`src/hdl/qeb_pkg.sv`:
```
// Shared types, constants and codes of the quadrature encoder with button unit.
`default_nettype none
package qeb_pkg;

  localparam int NUM_ENCODERS = 8;
  localparam int ENC_W = 3;
  localparam int ADDR_W = 3;
  localparam int TICK_W = 16;
  localparam int HIST_W = 16;
  localparam int CODE_W = 4;
  localparam int REG_IDX_W = 2;
  localparam int CFG_DATA_W = 16;
  localparam int QUEUE_DEPTH = 4;
  localparam int QPTR_W = $clog2(QUEUE_DEPTH);
  localparam int QCNT_W = $clog2(QUEUE_DEPTH + 1);

  localparam logic [HIST_W-1:0] PATTERN_CW = 16'he817;
  localparam logic [HIST_W-1:0] PATTERN_CCW = 16'hd42b;
  localparam logic [TICK_W-1:0] TICK_MAX = 16'hffff;
  // Bit c is set when transition code c is a legal quadrature step.
  localparam logic [15:0] CODE_OK = 16'h6996;

  localparam logic [TICK_W-1:0] DEAD_TICKS_RESET = 16'd2;
  localparam logic [TICK_W-1:0] LONG_PRESS_TICKS_RESET = 16'd100;

  typedef enum logic [1:0] {
    MODE_RELEASED = 2'd0,
    MODE_PRESSED  = 2'd1,
    MODE_LONG     = 2'd2
  } mode_t;

  typedef enum logic [2:0] {
    KIND_PRESSED  = 3'd0,
    KIND_LONG     = 3'd1,
    KIND_RELEASED = 3'd2,
    KIND_CLICKED  = 3'd3,
    KIND_ROTATED  = 3'd4
  } kind_t;

  typedef enum logic [REG_IDX_W-1:0] {
    REG_PRESSED_LEVEL    = 2'd0,
    REG_BUTTON_ENABLE    = 2'd1,
    REG_DEAD_TICKS       = 2'd2,
    REG_LONG_PRESS_TICKS = 2'd3
  } cfg_reg_t;

  typedef struct packed {
    logic [CODE_W-1:0] phase_code;
    logic [HIST_W-1:0] history;
    mode_t             mode;
    logic [TICK_W-1:0] press_ticks;
  } enc_state_t;

  typedef struct packed {
    logic              pressed_level;
    logic [7:0]        button_enable;
    logic [TICK_W-1:0] dead_ticks;
    logic [TICK_W-1:0] long_press_ticks;
  } cfg_t;

  typedef struct packed {
    kind_t             kind;
    logic signed [1:0] step;
  } evt_t;

  typedef struct packed {
    logic [ENC_W-1:0] enc;
    logic [1:0]       count;
    evt_t [2:0]       evts;
  } bundle_t;

endpackage
`default_nettype wire

```
`src/hdl/qeb_if.sv`:
```
// Channel interfaces for samples, events and register writes.
`default_nettype none
interface qeb_sample_if import qeb_pkg::*; ();
  logic             valid;
  logic             ready;
  logic [ENC_W-1:0] encoder_index;
  logic             phase_a;
  logic             phase_b;
  logic             button_level;
  modport source (output valid, encoder_index, phase_a, phase_b, button_level, input ready);
  modport sink (input valid, encoder_index, phase_a, phase_b, button_level, output ready);
endinterface

interface qeb_event_if import qeb_pkg::*; ();
  logic              valid;
  logic              ready;
  logic [ENC_W-1:0]  event_encoder;
  logic [2:0]        event_kind;
  logic signed [1:0] rotation_step;
  logic              last_event;
  modport source (output valid, event_encoder, event_kind, rotation_step, last_event,
                  input ready);
  modport sink (input valid, event_encoder, event_kind, rotation_step, last_event,
                output ready);
endinterface

interface qeb_cfg_if import qeb_pkg::*; ();
  logic                  valid;
  logic                  ready;
  logic [REG_IDX_W-1:0]  index;
  logic [CFG_DATA_W-1:0] data;
  modport source (output valid, index, data, input ready);
  modport sink (input valid, index, data, output ready);
endinterface
`default_nettype wire

```
`src/hdl/qeb_state_ram.sv`:
```
// Per-encoder state memory with written flags and write-to-read forwarding.
`default_nettype none
module qeb_state_ram import qeb_pkg::*; (
  input  wire logic              clk,
  input  wire logic              rst,
  input  wire logic              rd_en,
  input  wire logic [ADDR_W-1:0] rd_addr,
  output enc_state_t             rd_data,
  input  wire logic              wr_en,
  input  wire logic [ADDR_W-1:0] wr_addr,
  input  wire enc_state_t        wr_data
);

  enc_state_t mem [NUM_ENCODERS];
  logic [NUM_ENCODERS-1:0] written;

  always_ff @(posedge clk) begin
    if (rst) begin
      written <= '0;
    end else if (wr_en) begin
      written[wr_addr] <= 1'b1;
    end
  end

  always_ff @(posedge clk) begin
    if (wr_en) begin
      mem[wr_addr] <= wr_data;
    end
  end

  // An entry never written reads as the reset state.
  always_ff @(posedge clk) begin
    if (rd_en) begin
      if (wr_en && (wr_addr == rd_addr)) begin
        rd_data <= wr_data;
      end else if (written[rd_addr]) begin
        rd_data <= mem[rd_addr];
      end else begin
        rd_data <= '0;
      end
    end
  end

endmodule
`default_nettype wire

```
`src/hdl/qeb_step.sv`:
```
// Button mode machine and phase decoder that update one encoder's state.
`default_nettype none
module qeb_step import qeb_pkg::*; (
  input  wire enc_state_t        cur,
  input  wire cfg_t              cfg,
  input  wire logic [ENC_W-1:0]  enc,
  input  wire logic              phase_a,
  input  wire logic              phase_b,
  input  wire logic              button_level,
  output enc_state_t             nxt,
  output bundle_t                bundle
);

  always_comb begin
    logic [TICK_W-1:0] ticks_up;
    logic [CODE_W-1:0] code;
    logic [HIST_W-1:0] hist;
    logic              ev_btn;
    kind_t             btn_kind;
    logic              ev_click;
    logic              ev_rot;
    logic signed [1:0] rot_step;
    logic [1:0]        n;

    ticks_up = (cur.press_ticks == TICK_MAX) ? cur.press_ticks : cur.press_ticks + 1'b1;
    nxt = cur;
    ev_btn = 1'b0;
    btn_kind = KIND_PRESSED;
    ev_click = 1'b0;
    ev_rot = 1'b0;
    rot_step = 2'sd0;

    if (cfg.button_enable[enc]) begin
      if ((cur.mode == MODE_PRESSED) && (cur.press_ticks < cfg.dead_ticks)) begin
        nxt.press_ticks = ticks_up;
      end else if (button_level == cfg.pressed_level) begin
        if (cur.mode == MODE_RELEASED) begin
          nxt.mode = MODE_PRESSED;
          nxt.press_ticks = '0;
          ev_btn = 1'b1;
          btn_kind = KIND_PRESSED;
        end else begin
          nxt.press_ticks = ticks_up;
          if ((cur.mode == MODE_PRESSED) && (ticks_up >= cfg.long_press_ticks)) begin
            nxt.mode = MODE_LONG;
            ev_btn = 1'b1;
            btn_kind = KIND_LONG;
          end
        end
      end else if (cur.mode != MODE_RELEASED) begin
        nxt.mode = MODE_RELEASED;
        ev_btn = 1'b1;
        btn_kind = KIND_RELEASED;
        ev_click = (cur.mode == MODE_PRESSED);
      end
    end

    code = {cur.phase_code[1:0], phase_b, phase_a};
    hist = {cur.history[HIST_W-CODE_W-1:0], code};
    nxt.phase_code = code;
    if (CODE_OK[code]) begin
      nxt.history = hist;
      if (hist == PATTERN_CW) begin
        ev_rot = 1'b1;
        rot_step = 2'sd1;
      end else if (hist == PATTERN_CCW) begin
        ev_rot = 1'b1;
        rot_step = -2'sd1;
      end
    end

    bundle = '0;
    bundle.enc = enc;
    n = 2'd0;
    if (ev_btn) begin
      bundle.evts[0].kind = btn_kind;
      bundle.evts[0].step = 2'sd0;
      n = 2'd1;
    end
    if (ev_click) begin
      bundle.evts[1].kind = KIND_CLICKED;
      bundle.evts[1].step = 2'sd0;
      n = 2'd2;
    end
    if (ev_rot) begin
      bundle.evts[n].kind = KIND_ROTATED;
      bundle.evts[n].step = rot_step;
      n = n + 2'd1;
    end
    bundle.count = n;
  end

endmodule
`default_nettype wire

```
`src/hdl/qeb_event_queue.sv`:
```
// Queue of per-sample event groups, delivered one event per transaction.
`default_nettype none
module qeb_event_queue import qeb_pkg::*; (
  input  wire logic    clk,
  input  wire logic    rst,
  input  wire logic    push,
  input  wire bundle_t push_data,
  input  wire logic    pending,
  output logic         can_accept,
  qeb_event_if.source  result
);

  bundle_t q [QUEUE_DEPTH];
  logic [QPTR_W-1:0] wr_ptr;
  logic [QPTR_W-1:0] rd_ptr;
  logic [QCNT_W-1:0] count;
  logic [1:0]        sub;
  bundle_t           head;
  logic              last;
  logic              take;
  logic              pop;

  assign head = q[rd_ptr];
  assign last = (sub == (head.count - 2'd1));
  assign take = result.valid && result.ready;
  assign pop = take && last;

  assign result.valid = (count != '0);
  assign result.event_encoder = head.enc;
  assign result.event_kind = head.evts[sub].kind;
  assign result.rotation_step = head.evts[sub].step;
  assign result.last_event = last;

  // Room is kept for the sample still being decoded.
  assign can_accept = ((count + QCNT_W'(pending)) < QCNT_W'(QUEUE_DEPTH));

  always_ff @(posedge clk) begin
    if (push) begin
      q[wr_ptr] <= push_data;
    end
  end

  always_ff @(posedge clk) begin
    if (rst) begin
      wr_ptr <= '0;
      rd_ptr <= '0;
      count <= '0;
      sub <= '0;
    end else begin
      if (push) begin
        wr_ptr <= wr_ptr + 1'b1;
      end
      if (pop) begin
        rd_ptr <= rd_ptr + 1'b1;
        sub <= '0;
      end else if (take) begin
        sub <= sub + 2'd1;
      end
      unique case ({push, pop})
        2'b10: count <= count + 1'b1;
        2'b01: count <= count - 1'b1;
        default: count <= count;
      endcase
    end
  end

endmodule
`default_nettype wire

```
`src/hdl/quadrature_encoder_with_button_unit.sv`:
```
// Top level of the quadrature encoder with button unit.
// Each sample transaction carries one tick for one of eight encoders. The
// sample reads that encoder's state from a registered memory, the next cycle
// computes the button and rotation events and writes the state back, with
// forwarding when consecutive samples hit the same encoder. A sample is taken
// every cycle; its zero to three events appear one per result transaction
// through a four-entry event queue, and sample ready drops when the queued
// event groups plus the sample being decoded would fill that queue. Register
// writes are accepted at any time and apply to samples accepted at the same
// clock edge or later.
`default_nettype none
module quadrature_encoder_with_button_unit import qeb_pkg::*; (
  input wire logic    clk,
  input wire logic    rst,
  qeb_sample_if.sink  sample,
  qeb_event_if.source result,
  qeb_cfg_if.sink     cfg
);

  cfg_t             cfg_regs;
  logic             accept;
  logic             in_range;
  logic             can_accept;
  logic             s1_valid;
  logic [ENC_W-1:0] s1_enc;
  logic             s1_a;
  logic             s1_b;
  logic             s1_lvl;
  enc_state_t       cur;
  enc_state_t       nxt;
  bundle_t          bundle;

  assign cfg.ready = 1'b1;

  always_ff @(posedge clk) begin
    if (rst) begin
      cfg_regs.pressed_level <= 1'b1;
      cfg_regs.button_enable <= '0;
      cfg_regs.dead_ticks <= DEAD_TICKS_RESET;
      cfg_regs.long_press_ticks <= LONG_PRESS_TICKS_RESET;
    end else if (cfg.valid) begin
      unique case (cfg_reg_t'(cfg.index))
        REG_PRESSED_LEVEL: cfg_regs.pressed_level <= cfg.data[0];
        REG_BUTTON_ENABLE: cfg_regs.button_enable <= cfg.data[7:0];
        REG_DEAD_TICKS: cfg_regs.dead_ticks <= cfg.data;
        REG_LONG_PRESS_TICKS: cfg_regs.long_press_ticks <= cfg.data;
        default: cfg_regs <= cfg_regs;
      endcase
    end
  end

  assign sample.ready = can_accept;
  assign accept = sample.valid && sample.ready;
  assign in_range = (int'(sample.encoder_index) < NUM_ENCODERS);

  always_ff @(posedge clk) begin
    if (rst) begin
      s1_valid <= 1'b0;
    end else begin
      s1_valid <= accept && in_range;
    end
  end

  always_ff @(posedge clk) begin
    if (accept) begin
      s1_enc <= sample.encoder_index;
      s1_a <= sample.phase_a;
      s1_b <= sample.phase_b;
      s1_lvl <= sample.button_level;
    end
  end

  qeb_state_ram u_ram (
    .clk     (clk),
    .rst     (rst),
    .rd_en   (accept && in_range),
    .rd_addr (sample.encoder_index[ADDR_W-1:0]),
    .rd_data (cur),
    .wr_en   (s1_valid),
    .wr_addr (s1_enc[ADDR_W-1:0]),
    .wr_data (nxt)
  );

  qeb_step u_step (
    .cur          (cur),
    .cfg          (cfg_regs),
    .enc          (s1_enc),
    .phase_a      (s1_a),
    .phase_b      (s1_b),
    .button_level (s1_lvl),
    .nxt          (nxt),
    .bundle       (bundle)
  );

  qeb_event_queue u_queue (
    .clk        (clk),
    .rst        (rst),
    .push       (s1_valid && (bundle.count != 2'd0)),
    .push_data  (bundle),
    .pending    (s1_valid),
    .can_accept (can_accept),
    .result     (result)
  );

endmodule
`default_nettype wire

```
`src/flat_wrapper.sv`:
```
// flat-port wrapper written by rule: the top's interface ports become plain ports
module quadrature_encoder_with_button_unit_flat import qeb_pkg::*;
  (clk, rst, sample_valid, sample_encoder_index, sample_phase_a, sample_phase_b, sample_button_level, sample_ready, result_valid, result_event_encoder, result_event_kind, result_rotation_step, result_last_event, result_ready, cfg_valid, cfg_index, cfg_data, cfg_ready);
  qeb_sample_if sample_i ();
  qeb_event_if result_i ();
  qeb_cfg_if cfg_i ();
  input wire logic clk;
  input wire logic rst;
  input wire logic [$bits(sample_i.valid)-1:0] sample_valid;
  input wire logic [$bits(sample_i.encoder_index)-1:0] sample_encoder_index;
  input wire logic [$bits(sample_i.phase_a)-1:0] sample_phase_a;
  input wire logic [$bits(sample_i.phase_b)-1:0] sample_phase_b;
  input wire logic [$bits(sample_i.button_level)-1:0] sample_button_level;
  output wire logic [$bits(sample_i.ready)-1:0] sample_ready;
  output wire logic [$bits(result_i.valid)-1:0] result_valid;
  output wire logic [$bits(result_i.event_encoder)-1:0] result_event_encoder;
  output wire logic [$bits(result_i.event_kind)-1:0] result_event_kind;
  output wire logic [$bits(result_i.rotation_step)-1:0] result_rotation_step;
  output wire logic [$bits(result_i.last_event)-1:0] result_last_event;
  input wire logic [$bits(result_i.ready)-1:0] result_ready;
  input wire logic [$bits(cfg_i.valid)-1:0] cfg_valid;
  input wire logic [$bits(cfg_i.index)-1:0] cfg_index;
  input wire logic [$bits(cfg_i.data)-1:0] cfg_data;
  output wire logic [$bits(cfg_i.ready)-1:0] cfg_ready;
  assign sample_i.valid = sample_valid;
  assign sample_i.encoder_index = sample_encoder_index;
  assign sample_i.phase_a = sample_phase_a;
  assign sample_i.phase_b = sample_phase_b;
  assign sample_i.button_level = sample_button_level;
  assign sample_ready = sample_i.ready;
  assign result_valid = result_i.valid;
  assign result_event_encoder = result_i.event_encoder;
  assign result_event_kind = result_i.event_kind;
  assign result_rotation_step = result_i.rotation_step;
  assign result_last_event = result_i.last_event;
  assign result_i.ready = result_ready;
  assign cfg_i.valid = cfg_valid;
  assign cfg_i.index = cfg_index;
  assign cfg_i.data = cfg_data;
  assign cfg_ready = cfg_i.ready;
  quadrature_encoder_with_button_unit u_core (.clk(clk), .rst(rst), .sample(sample_i), .result(result_i), .cfg(cfg_i));
endmodule
```
`config.mk`:
```
export PLATFORM = sky130hd
export DESIGN_NAME = quadrature_encoder_with_button_unit_flat
export DESIGN_NICKNAME = d
export VERILOG_FILES = /design/src/hdl/qeb_pkg.sv /design/src/hdl/qeb_if.sv /design/src/hdl/qeb_state_ram.sv /design/src/hdl/qeb_step.sv /design/src/hdl/qeb_event_queue.sv /design/src/hdl/quadrature_encoder_with_button_unit.sv /design/src/flat_wrapper.sv
export SDC_FILE = /design/constraint.sdc
export NUM_CORES = 1
export LEC_CHECK = 0
export BUFFER_PORTS_ARGS = -buffer_cell sky130_fd_sc_hd__buf_2
export CORE_ASPECT_RATIO = 0.9
export CORE_MARGIN = 3
export CORE_UTILIZATION = 47
export DETAILED_ROUTE_END_ITERATION = 8
export PLACE_DENSITY_LB_ADDON = 0.05
export SYNTH_ARGS = -nofsm -noshare
export SYNTH_HDL_FRONTEND = slang
export SYNTH_SLANG_ARGS = --single-unit
export TNS_END_PERCENT = 100
```
`constraint.sdc`:
```
create_clock -name clk -period 6.04 [get_ports clk]
set_input_delay 0.302 -clock clk [delete_from_list [all_inputs] [get_ports clk]]
set_output_delay 0.302 -clock clk [all_outputs]
set_load 0.005 [all_outputs]
```
==> run metrics <==
largest net degree at the start of global routing=63; Synth cell types=73; Initial Util=48.2%; clock tree buffer depth=3; Worst-Margin Slew=1.22 ns; most common cell after layout, fill and taps aside=edfxtp_1; Post-synth EDFFs=362; PD cells=312 nW/um2; Most used DFF post-synth=edfxtp_1; register area share after synthesis=66.8%; WL per Instance=22.7 um; critical path type=reg2reg; DR vias/cell=5.73; IO Pins=41; share of post-route cells with drive strength above 1=19.2%; WP data arrival=5.49 ns; H-tree depth=2; vias=10000; die outline height=192 um; Fin. Hold Viols=0; CTS Sinks=424; DR iter-0 viols=777; filler-free cell count of the finished design=1746; Required @ worst endpoint=6.51 ns; gr usage total=19.8%; final WL=39600 um; min-delay worst type=in2reg; Final Max Tran Viols=0; Tot Pwr=6.38 mW; n_diodes=0; antenna viol nets, final=0; synth-to-layout area growth=12.7%; vias in the first global route=9862; 1st-pass router iterations=5; GRT overflow=0; # resized after CTS=0; CTS tree=yes; worst-skew pair later-pin latency=0.57 ns; Total Die Area=41000 um2; Slew headroom=18.0%; Worst Path Max Fanout=7; fin crit period=5.02 ns; total of max-cap violations=0; leakage power=6.90 nW; DRC errors left=0; Final period util=83.0%; RSZ-0062 raised after global routing=false; FFs w/ async S/R, synth=0%; #FFs+latches synth=424; status=completed; Critical Path End Type=register; gpl congestion=0.814; Post-Synthesis Cells=1164; Layout Utilization=54.3%; setup TNS=0 ns; syn_area_per_cell=15.6 um2; first-pass GRT wire length=60900 um; YS warnings=0; Port Buffers=39; peak supply drop=0.235 mV; skew final=0.0227 ns; initial antenna violation count=0; # rows=67; Final HPWL DP=23200 um; startpoint types=register; number of setup buffers added after CTS=0; CTS buffer count=44; Max Clock Freq=199 MHz; Die Span X=213 um; root buf cell=clkbuf_16; final setup fails=0; Post-Syn Area=18100 um2; Post-layout nets=1296; core outline area=37600 um2; cell count after placement=1651; most frequent cells in the layout=edfxtp_1, nand2_1, mux4_2, nor2_1, dfxtp_1; Syn Nets=1231; CTS clk-pin slew, worst paths=0.06 ns
-- report_power, final --
part	internal (mW)	leakage, nW	total [mW]	switching [mW]
clock network	1.54	0.692	2.64	1.10
registers	3.27	3.80	3.32	0.0519
logic	0.163	2.41	0.420	0.257
total	4.97	6.90	6.38	1.41
-- timing repair --
item / 4_1_cts / 5_1_grt
setup endpoints to repair: 0 / 0
hold buffers: 15 / 0
endpoints found under the hold margin: 25 / 0
-- cells in the mapped netlist, types with 3 or more instances --
cell	instances	area share (%)
edfxtp_1	362	60
nand2_1	103	2.1
nor2_1	86	1.8
mux4_2	83	10
dfxtp_1	62	6.8
a21oi_1	59	1.6
inv_1	46	0.95
mux2i_1	46	2.5
ha_1	37	2.6
o21ai_0	27	0.75
clkbuf_1	26	0.54
xnor2_1	17	0.82
buf_2	15	0.41
nand3_1	15	0.41
mux2_2	13	0.81
nand2b_1	13	0.45
a221o_1	12	0.66
a22o_1	11	0.53
nor3_1	10	0.28
xor2_1	8	0.39
buf_1	7	0.14
nand4_1	6	0.21
nor2b_1	6	0.21
a211o_1	5	0.24
buf_6	5	0.31
or3_1	5	0.17
a211oi_1	4	0.17
nor4bb_1	4	0.22
o21ai_1	4	0.11
and3_1	3	0.10
nor4_1	3	0.10
o211ai_1	3	0.12
o21a_1	3	0.12
o22ai_1	3	0.10
o2bb2ai_1	3	0.14
-- metal layers --
layer  global-route usage (%)  vias to the layer above  wire (um)
li1                         -                     4603          -
met1                     31.1                     5141      20000
met2                     29.4                      216      17300
met3                     2.89                       49       1770
met4                     4.35                        0        642
met5                        0                        -          0
-- final timing paths --
| path | from | end | slack (ns) | depth (start not counted) |
|---|---|---|---|---|
| worst max-delay path | u_core.u_ram.rd_data[9] | u_core.u_queue.count[2] | 1.02 | 18 |
| worst min-delay path | cfg_data[4] | u_core.cfg_regs[4] | 0.03 | 3 |
| worst max register to register | u_core.u_ram.rd_data[9] | u_core.u_queue.count[2] | 1.02 | 18 |
| worst min register to register | u_core.cfg_regs[1] | u_core.cfg_regs[1] | 0.46 | 2 |
-- cells by family (layout without fill, tap and decap cells) --
kind of cell	after synthesis	count (layout)	synth area share (%)
flip-flops	424	424	66.8
AND/OR/NAND/NOR	271	271	6.87
AO/OA/AOI/OAI	157	157	5.83
multiplexers	146	146	14.1
buffers and inverters	102	201	2.46
adder cells (fa/ha/maj)	38	38	2.66
XOR/XNOR	25	25	1.21
other	1	1	0.0207
-- area by class of cell --
type	instances	area [um2]
fillers	3023	17200
well taps	483	604
flip-flops and latches	424	12100
clock buffers	58	1200
repair buffers	74	498
clock inverters	22	215
inverters	47	179
multi-input cells	638	5620
-- registers in the layout, summed over array words and instances, names as in the netlist, named ones only --
register / count
u_core.cfg_regs: 41
u_core.u_queue.q: 68
u_core.u_queue.sub: 2
u_core.s1_lvl: 1
u_core.s1_b: 1
u_core.u_queue.rd_ptr: 2
u_core.u_ram.rd_data: 32
u_core.s1_valid: 1
u_core.s1_a: 1
u_core.s1_enc: 3
u_core.u_queue.wr_ptr: 2
u_core.u_ram.mem: 256
u_core.u_ram.written: 8
u_core.u_queue.count: 3
-- worst max-delay path, cell delays in order, from the launching register on --
cell and delay [ns]:
edfxtp_1 0.49, nand3_1 0.25, nor3_4 0.10, and2_1 0.19, a31oi_1 0.36, nand3_1 0.15
xnor2_1 0.30, ha_1 0.30, a2111oi_0 0.45, o21ai_1 0.15, a211oi_2 0.49, and3_1 0.24
o32a_2 0.24, ha_1 0.20, inv_1 0.06, fa_1 0.37, xor2_1 0.16, or3_1 0.30
a21oi_1 0.14
-- through the flow --
stage               hold WS (ns)  cell area (um2)  worst slack (ns)
finish                    0.0339            20400              1.02
global route              0.0270            20400             0.621
CTS                      0.00425            20400             0.985
detailed placement         0.450            18900              1.02
global placement           0.442            18900              1.18
floorplan                  0.401            18100              1.71
(Power assumes the default switching activity.)
